===== src/sv/m4i_pkg.sv =====
// Package with shared constants and types for the 4x4 cofactor inverse.
package m4i_pkg;

  localparam int ELEM_W   = 32;
  localparam int MAT_N    = 4;
  localparam int LANES    = 4;

  // Lane control type: a start flag and a row select.
  typedef struct packed {
    logic       start;
    logic [1:0] row;
  } lane_ctrl_t;

  // Result element with its clip flag.
  typedef struct packed {
    logic [ELEM_W-1:0] value;
    logic              clipped;
  } lane_res_t;

endpackage


===== src/sv/m4i_div.sv =====
// Iterative restoring divider: one quotient bit per cycle.
module m4i_div #(
  parameter int NW = 160,
  parameter int DW = 130
) (
  input  logic          clk,
  input  logic          rst,
  input  logic          start,
  input  logic [NW-1:0] num,
  input  logic [DW-1:0] den,
  output logic          done,
  output logic [NW-1:0] quo
);
  localparam int CW = $clog2(NW + 1);

  logic [DW:0]   rem;
  logic [NW-1:0] shq;
  logic [CW-1:0] cnt;
  logic          busy;
  logic [DW:0]   trial;

  always_comb begin
    trial = {rem[DW-1:0], shq[NW-1]};
  end

  // Shift in one numerator bit, subtract when the remainder allows.
  always_ff @(posedge clk) begin
    done <= 1'b0;
    if (rst) begin
      busy <= 1'b0;
      cnt  <= '0;
    end else if (start) begin
      busy <= 1'b1;
      cnt  <= CW'(NW);
      rem  <= '0;
      shq  <= num;
    end else if (busy) begin
      if (trial >= {1'b0, den}) begin
        rem <= trial - {1'b0, den};
        shq <= {shq[NW-2:0], 1'b1};
      end else begin
        rem <= trial;
        shq <= {shq[NW-2:0], 1'b0};
      end
      cnt <= cnt - 1'b1;
      if (cnt == CW'(1)) begin
        busy <= 1'b0;
        done <= 1'b1;
      end
    end
  end

  assign quo = shq;
endmodule


===== src/sv/m4i_lane.sv =====
// One lane: forms a row of cofactors by sequential products, then divides.
module m4i_lane #(
  parameter int EW = 32,
  parameter int FB = 16
) (
  input  logic                  clk,
  input  logic                  rst,
  input  logic [16*EW-1:0]      mat,
  input  logic [1:0]            lane_col,
  input  logic                  cof_start,
  output logic                  cof_done,
  output logic signed [4*EW+3:0] cof0,
  input  logic                  div_start,
  input  logic [4*EW+1:0]       det_mag,
  input  logic                  det_neg,
  input  logic [1:0]            div_row,
  output logic                  div_done,
  output logic [EW-1:0]         res_value,
  output logic                  res_clip
);
  import m4i_pkg::*;

  localparam int CWD = 3*EW + 3;
  localparam int NW  = 3*EW + 2*FB + 4;
  localparam int DW  = 4*EW + 2;

  // Cofactor of element (lane_col, cr) for cr = 0..3, computed in sequence.
  // Lane c keeps cof[c][r] in cofs[r], which is adjugate element (r, c), so
  // the lane serves output column c directly.
  logic signed [CWD-1:0] cofs [4];
  logic [1:0]  cr;
  logic [2:0]  pi;
  logic [1:0]  mi;
  logic [1:0]  mk;
  logic        busy;
  logic signed [EW-1:0]   fa;
  logic                   aneg;
  logic [EW-1:0]          amag;
  logic [2*EW-1:0]        pm;
  logic                   psgn;
  logic [3*EW-1:0]        tm;
  logic [EW-1:0]          mb;
  logic [2*EW-1:0]        mprod;
  logic [3*EW-1:0]        tri3;
  logic signed [CWD-1:0]  acc;
  logic signed [CWD-1:0]  acc_next;
  logic [1:0] rr [3];
  logic [1:0] cc [3];
  logic [1:0] pc;
  logic       pneg;

  // Row and column picks that remain after deleting lane_col and cr.
  always_comb begin
    mk = (mi == 2'd3) ? 2'd2 : mi;
    for (int i = 0; i < 3; i++) begin
      rr[i] = (2'(i) >= lane_col) ? 2'(i + 1) : 2'(i);
      cc[i] = (2'(i) >= cr)       ? 2'(i + 1) : 2'(i);
    end
    case (pi)
      3'd0: pc = (mk == 2'd0) ? 2'd0 : (mk == 2'd1) ? 2'd1 : 2'd2;
      3'd1: pc = (mk == 2'd0) ? 2'd1 : (mk == 2'd1) ? 2'd2 : 2'd0;
      3'd2: pc = (mk == 2'd0) ? 2'd2 : (mk == 2'd1) ? 2'd0 : 2'd1;
      3'd3: pc = (mk == 2'd0) ? 2'd0 : (mk == 2'd1) ? 2'd2 : 2'd1;
      3'd4: pc = (mk == 2'd0) ? 2'd1 : (mk == 2'd1) ? 2'd0 : 2'd2;
      default: pc = (mk == 2'd0) ? 2'd2 : (mk == 2'd1) ? 2'd1 : 2'd0;
    endcase
    fa   = mat[({rr[mk], cc[pc]})*EW +: EW];
    aneg = fa[EW-1];
    amag = aneg ? EW'(-fa) : EW'(fa);
    pneg = (pi >= 3'd3) ^ cr[0] ^ lane_col[0];
    // One shared multiplier on magnitudes: low half of the running product,
    // then its high half on the last step.
    mb       = (mi == 2'd3) ? pm[2*EW-1:EW] : pm[EW-1:0];
    mprod    = amag * mb;
    tri3     = tm + {mprod, {EW{1'b0}}};
    acc_next = psgn ? acc - $signed(CWD'(tri3)) : acc + $signed(CWD'(tri3));
  end

  // Product chain: four steps per triple product, registered between steps.
  always_ff @(posedge clk) begin
    cof_done <= 1'b0;
    if (rst) begin
      busy <= 1'b0;
    end else if (cof_start) begin
      busy <= 1'b1;
      cr <= 2'd0; pi <= 3'd0; mi <= 2'd0;
      acc <= '0;
    end else if (busy) begin
      case (mi)
        2'd0: begin
          pm   <= (2*EW)'(amag);
          psgn <= aneg ^ pneg;
          mi   <= 2'd1;
        end
        2'd1: begin
          pm   <= mprod;
          psgn <= psgn ^ aneg;
          mi   <= 2'd2;
        end
        2'd2: begin
          tm   <= (3*EW)'(mprod);
          psgn <= psgn ^ aneg;
          mi   <= 2'd3;
        end
        default: begin
          mi <= 2'd0;
          if (pi == 3'd5) begin
            cofs[cr] <= acc_next;
            acc <= '0;
            pi <= 3'd0;
            if (cr == 2'd3) begin
              busy <= 1'b0;
              cof_done <= 1'b1;
            end
            cr <= cr + 1'b1;
          end else begin
            acc <= acc_next;
            pi <= pi + 1'b1;
          end
        end
      endcase
    end
  end

  assign cof0 = (4*EW+4)'(cofs[0]);

  // Divide |adj| << 2F by |det| for the selected output row.
  logic signed [CWD-1:0] sel;
  logic                  nneg;
  logic [CWD-1:0]        nmag;
  logic [NW-1:0]         quo;
  logic                  dn;
  logic                  sgn;
  logic [NW-1:0]         lim;

  always_comb begin
    sel  = cofs[div_row];
    nneg = sel[CWD-1];
    nmag = nneg ? CWD'(-sel) : CWD'(sel);
  end

  always_ff @(posedge clk) begin
    if (div_start) sgn <= nneg ^ det_neg;
  end

  m4i_div #(.NW(NW), .DW(DW)) u_div (
    .clk(clk), .rst(rst), .start(div_start),
    .num(NW'(nmag) << (2*FB)), .den(det_mag),
    .done(dn), .quo(quo)
  );

  // Clip to the element range, truncation already toward zero.
  always_comb begin
    lim = (NW'(1) << (EW-1)) - (sgn ? NW'(0) : NW'(1));
    if (quo > lim) begin
      res_value = sgn ? EW'(-lim) : EW'(lim);
      res_clip  = 1'b1;
    end else begin
      res_value = sgn ? EW'(-quo) : EW'(quo);
      res_clip  = 1'b0;
    end
  end
  assign div_done = dn;
endmodule


===== config.mk =====
export PLATFORM = sky130hd
export DESIGN_NAME = m4i_lane
export DESIGN_NICKNAME = d
export VERILOG_FILES = /design/src/sv/m4i_pkg.sv /design/src/sv/m4i_div.sv /design/src/sv/m4i_lane.sv
export SDC_FILE = /design/constraint.sdc
export NUM_CORES = 2
export LEC_CHECK = 0
export ABC_CLOCK_PERIOD_IN_PS = 46400
export BUFFER_PORTS_ARGS = -buffer_cell sky130_fd_sc_hd__buf_4
export CAP_MARGIN = 15
export CORE_AREA = 3 3 472 474
export DETAILED_ROUTE_END_ITERATION = 12
export DIE_AREA = 0 0 475 477
export MAX_ROUTING_LAYER = met4
export PLACE_DENSITY = 0.66
export SLEW_MARGIN = 25
export SYNTH_ARGS = -nofsm -noshare
export SYNTH_HDL_FRONTEND = slang
export SYNTH_SLANG_ARGS = --single-unit
export TNS_END_PERCENT = 10

===== constraint.sdc =====
create_clock -name clk -period 46.4 [get_ports clk]
set_input_delay 11.6 -clock clk [delete_from_list [all_inputs] [get_ports clk]]
set_output_delay 11.6 -clock clk [all_outputs]
set_load 0.005 [all_outputs]

==> results.md <==
- Run status: completed
- GR Util met2: about 53%
- Initial antenna violation count: 44
- Worst skew pair latency: 0.77 ns
- EDFF count, synth: between 800 and 900
- Hold_buf cts: 0
- Largest net degree at the start of global routing: between 100 and 150
- Most area-hungry cell type in the Yosys netlist: edfxtp_1
- GR Util All Layers: 33.34%
- Critical-path top delay cell: nor4_1
- CTS tree: done
- Worst-Margin Slew: around 1.2 ns
- Clk slew on worst S/H paths: 0.07 ns
- Top cell type's share of synthesized area: between 20% and 30%
- Core Area: 219300 sq um
- Num CTS Buffers: 100
- CTS sink cnt: between 900 and 1000
- Vias per inst: approximately 5.9
- Final instance area: roughly 110000 sq um
- Die area: around 230000 sq um
- Number of port buffers: just over 800
- FP Rows: between 150 and 200
- Placed cell area: roughly 110000 sq um
- Most used DFF post-synth: edfxtp_1
- MaxCap Viol Count: 0
- Met1 Use GR: about two fifths
- Crit start category: input port
- Crit path kind: input port to flip-flop
- Final period utilization: between 60 and 70%
- Commonest cells in the netlist: 1194 x inv_1, 1133 x nor2_1, 972 x nand2_1
- Min Tclk post-route: ~30 ns
- WP data required: ~47 ns
- Die X-Extent: around 480 microns
- Netlist Area Pre-Place: roughly 100000 sq um
- Aggregate routed wire length: 374500 microns
- Starting Density: ~45%
- GR Util met3: approximately 6.4%
- Final Hold Fails: 0
- Ports: around 820
- Number of global-route vias before repair: around 83000
- Max Root-Sink Buffers: 3
- Setup Skew: between 0.09 and 0.1 ns
- # setup viols final: 0
- Warnings from Yosys: 0
- Wire per inst: 26.87 microns
- Share of cells above drive strength 1: a little over an eighth
- Hold crit path type: flip-flop to flip-flop
- Post-route setup TNS: 0 ns
- H-tree Lvls: 3
- Antenna-violating nets left: 0
- Die height: 477 microns
- Area grow syn2layout: 12.97%
- Number of remaining DRC errors: 0
- GRT overflow: 0
- Total number of vias: ~80000
- Global-route wire length before repair: roughly 550000 microns
- Hold path depth: 2
- Crit path max fanout: 131
- RSZ-0062 raised after global routing: no
- WP data arrival: about 30 ns
- CP Capture Type: flip-flop
- Fin nets: around 13000
- Syn Inst Count: approximately 10000
- Post-CTS setup buffers: 0
- Yosys cell types: 110
- Slew HR: between 20% and 30%
- Most common cell in the netlist: inv_1
- First-iteration detailed-routing DRC count: just under 8000
- Slowest stage delay, CP: 0.71 ns
- Yosys reg bits: around 900
- Worst r2r path cells: 60
- CTS resizes: 0
- Gpl congestion: approximately 1.0
- Detailed placement HPWL: roughly 300000 microns
- Async SR Flop Fraction: 0%
- Filler cell count: 20230
- Crit-path most repeated cell: fa_1
- Drt pass-1 iters: 6
- Mapped Nets: 12570
- Top cells by area, synth: edfxtp_1 27%, fa_1 18%, ha_1 7.3%
- Final Max Tran Viols: 0
- Max frequency: ~0.034 GHz
- Register area share after synthesis: between 20% and 30%
- Most Used Layer, Global Route: met2
- Clk root buf: clkbuf_16
- Syn Area/Cell: approximately 9.4 sq um
-- layer usage --
| metal | routed length, microns | part of all wire [%] | vias to the layer above |
|---|---|---|---|
| met1 | 144000 | 38 | 41040 |
| met4 | 23020 | 6.1 | 0 |
| li1 | - | - | 36740 |
| met2 | 175300 | 47 | 3808 |
| met5 | 0 | 0 | - |
| met3 | 32190 | 8.6 | 780 |
-- registers in the layout (all words and copies together), names as in the netlist, 2 cells and up --
signal,count
cofs,396
u_div.quo,132
u_div.rem,130
acc,99
pm,64
tm,64
u_div.cnt,8
pi,3
cr,2
mi,2
-- critical path: cells and delay by family --
family / cells / cell delay (ns)
adders and majority gates: 11 / 5.34
and+or+nand+nor: 20 / 5.05
AOI/OAI and AO/OA: 14 / 4.58
buffers and inverters: 11 / 1.63
xor gates and xnor gates: 4 / 1.11
muxes: 4 / 0.71
-- placed cells by master, fill, tap and decap left out, types with 72 or more instances in the layout --
cell type     n
inv_1      1194
o21ai_0     299
nor4_1       72
xor2_1      213
ha_1        572
nand2b_1     79
nor2b_1     116
and2_1      171
nand4_1     129
fa_1        899
a21o_1      244
nor2_1     1128
clkbuf_16   100
nand3_1     102
a21oi_1     770
xnor2_1     322
o21bai_1     79
mux2i_1     363
buf_4       990
nand2_1     972
nor3_1      131
a211oi_1    138
mux4_2       86
a31oi_1      87
edfxtp_1    894
-- area by class of cell --
cell class | instances | area (sq um) | share of cell area, %
flip-flops and latches | 906 | 27090 | 24.43
well taps | 2871 | 3592 | 3.239
multi-input cells | 7755 | 64740 | 58.38
clock buffers | 115 | 2559 | 2.307
repair buffers | 996 | 7523 | 6.784
inverters | 1200 | 4504 | 4.062
diodes | 30 | 75.07 | 0.06770
clock inverters | 66 | 812.0 | 0.7323
-- logic make-up (layout without fill, tap and decap cells) --
| kind of cell | after synthesis | after routing | synth area share (%) |
|---|---|---|---|
| compound gates | 1996 | 1996 | 12.73 |
| xor+xnor | 571 | 571 | 5.110 |
| fa+ha+maj | 1474 | 1474 | 25.66 |
| mux | 529 | 529 | 6.757 |
| buf+inv | 1780 | 2377 | 7.162 |
| flops | 906 | 906 | 27.59 |
| simple gates | 3185 | 3185 | 14.99 |
| other cells | 0 | 30 | 0 |
-- path summary, 6_finish.rpt --
kind / startpoint / end / slack [ns]
min reg2reg: u_div.cnt[1] / u_div.cnt[1] / 0.50
max: lane_col[1] / acc[94] / 16.58
min: u_div.cnt[1] / u_div.cnt[1] / 0.50
max reg2reg: mi[1] / cofs[3][98] / 25.32
-- metrics by stage --
stage          cells  util (%)  hold slack (ns)  worst slack (ns)
3_5_place_dp   13730     48.98           0.4944             16.19
6_report       13940     50.57           0.4953             16.58
5_1_grt        13940     50.56           0.5243             15.50
2_1_floorplan  10440         -           0.4685             19.11
3_3_place_gp   13730     48.96           0.4816             16.46
4_1_cts        13910     50.52           0.4997             16.96
Power is not shown: default switching activity piles up to over one toggle a cycle in this logic, so the estimate is an artifact.
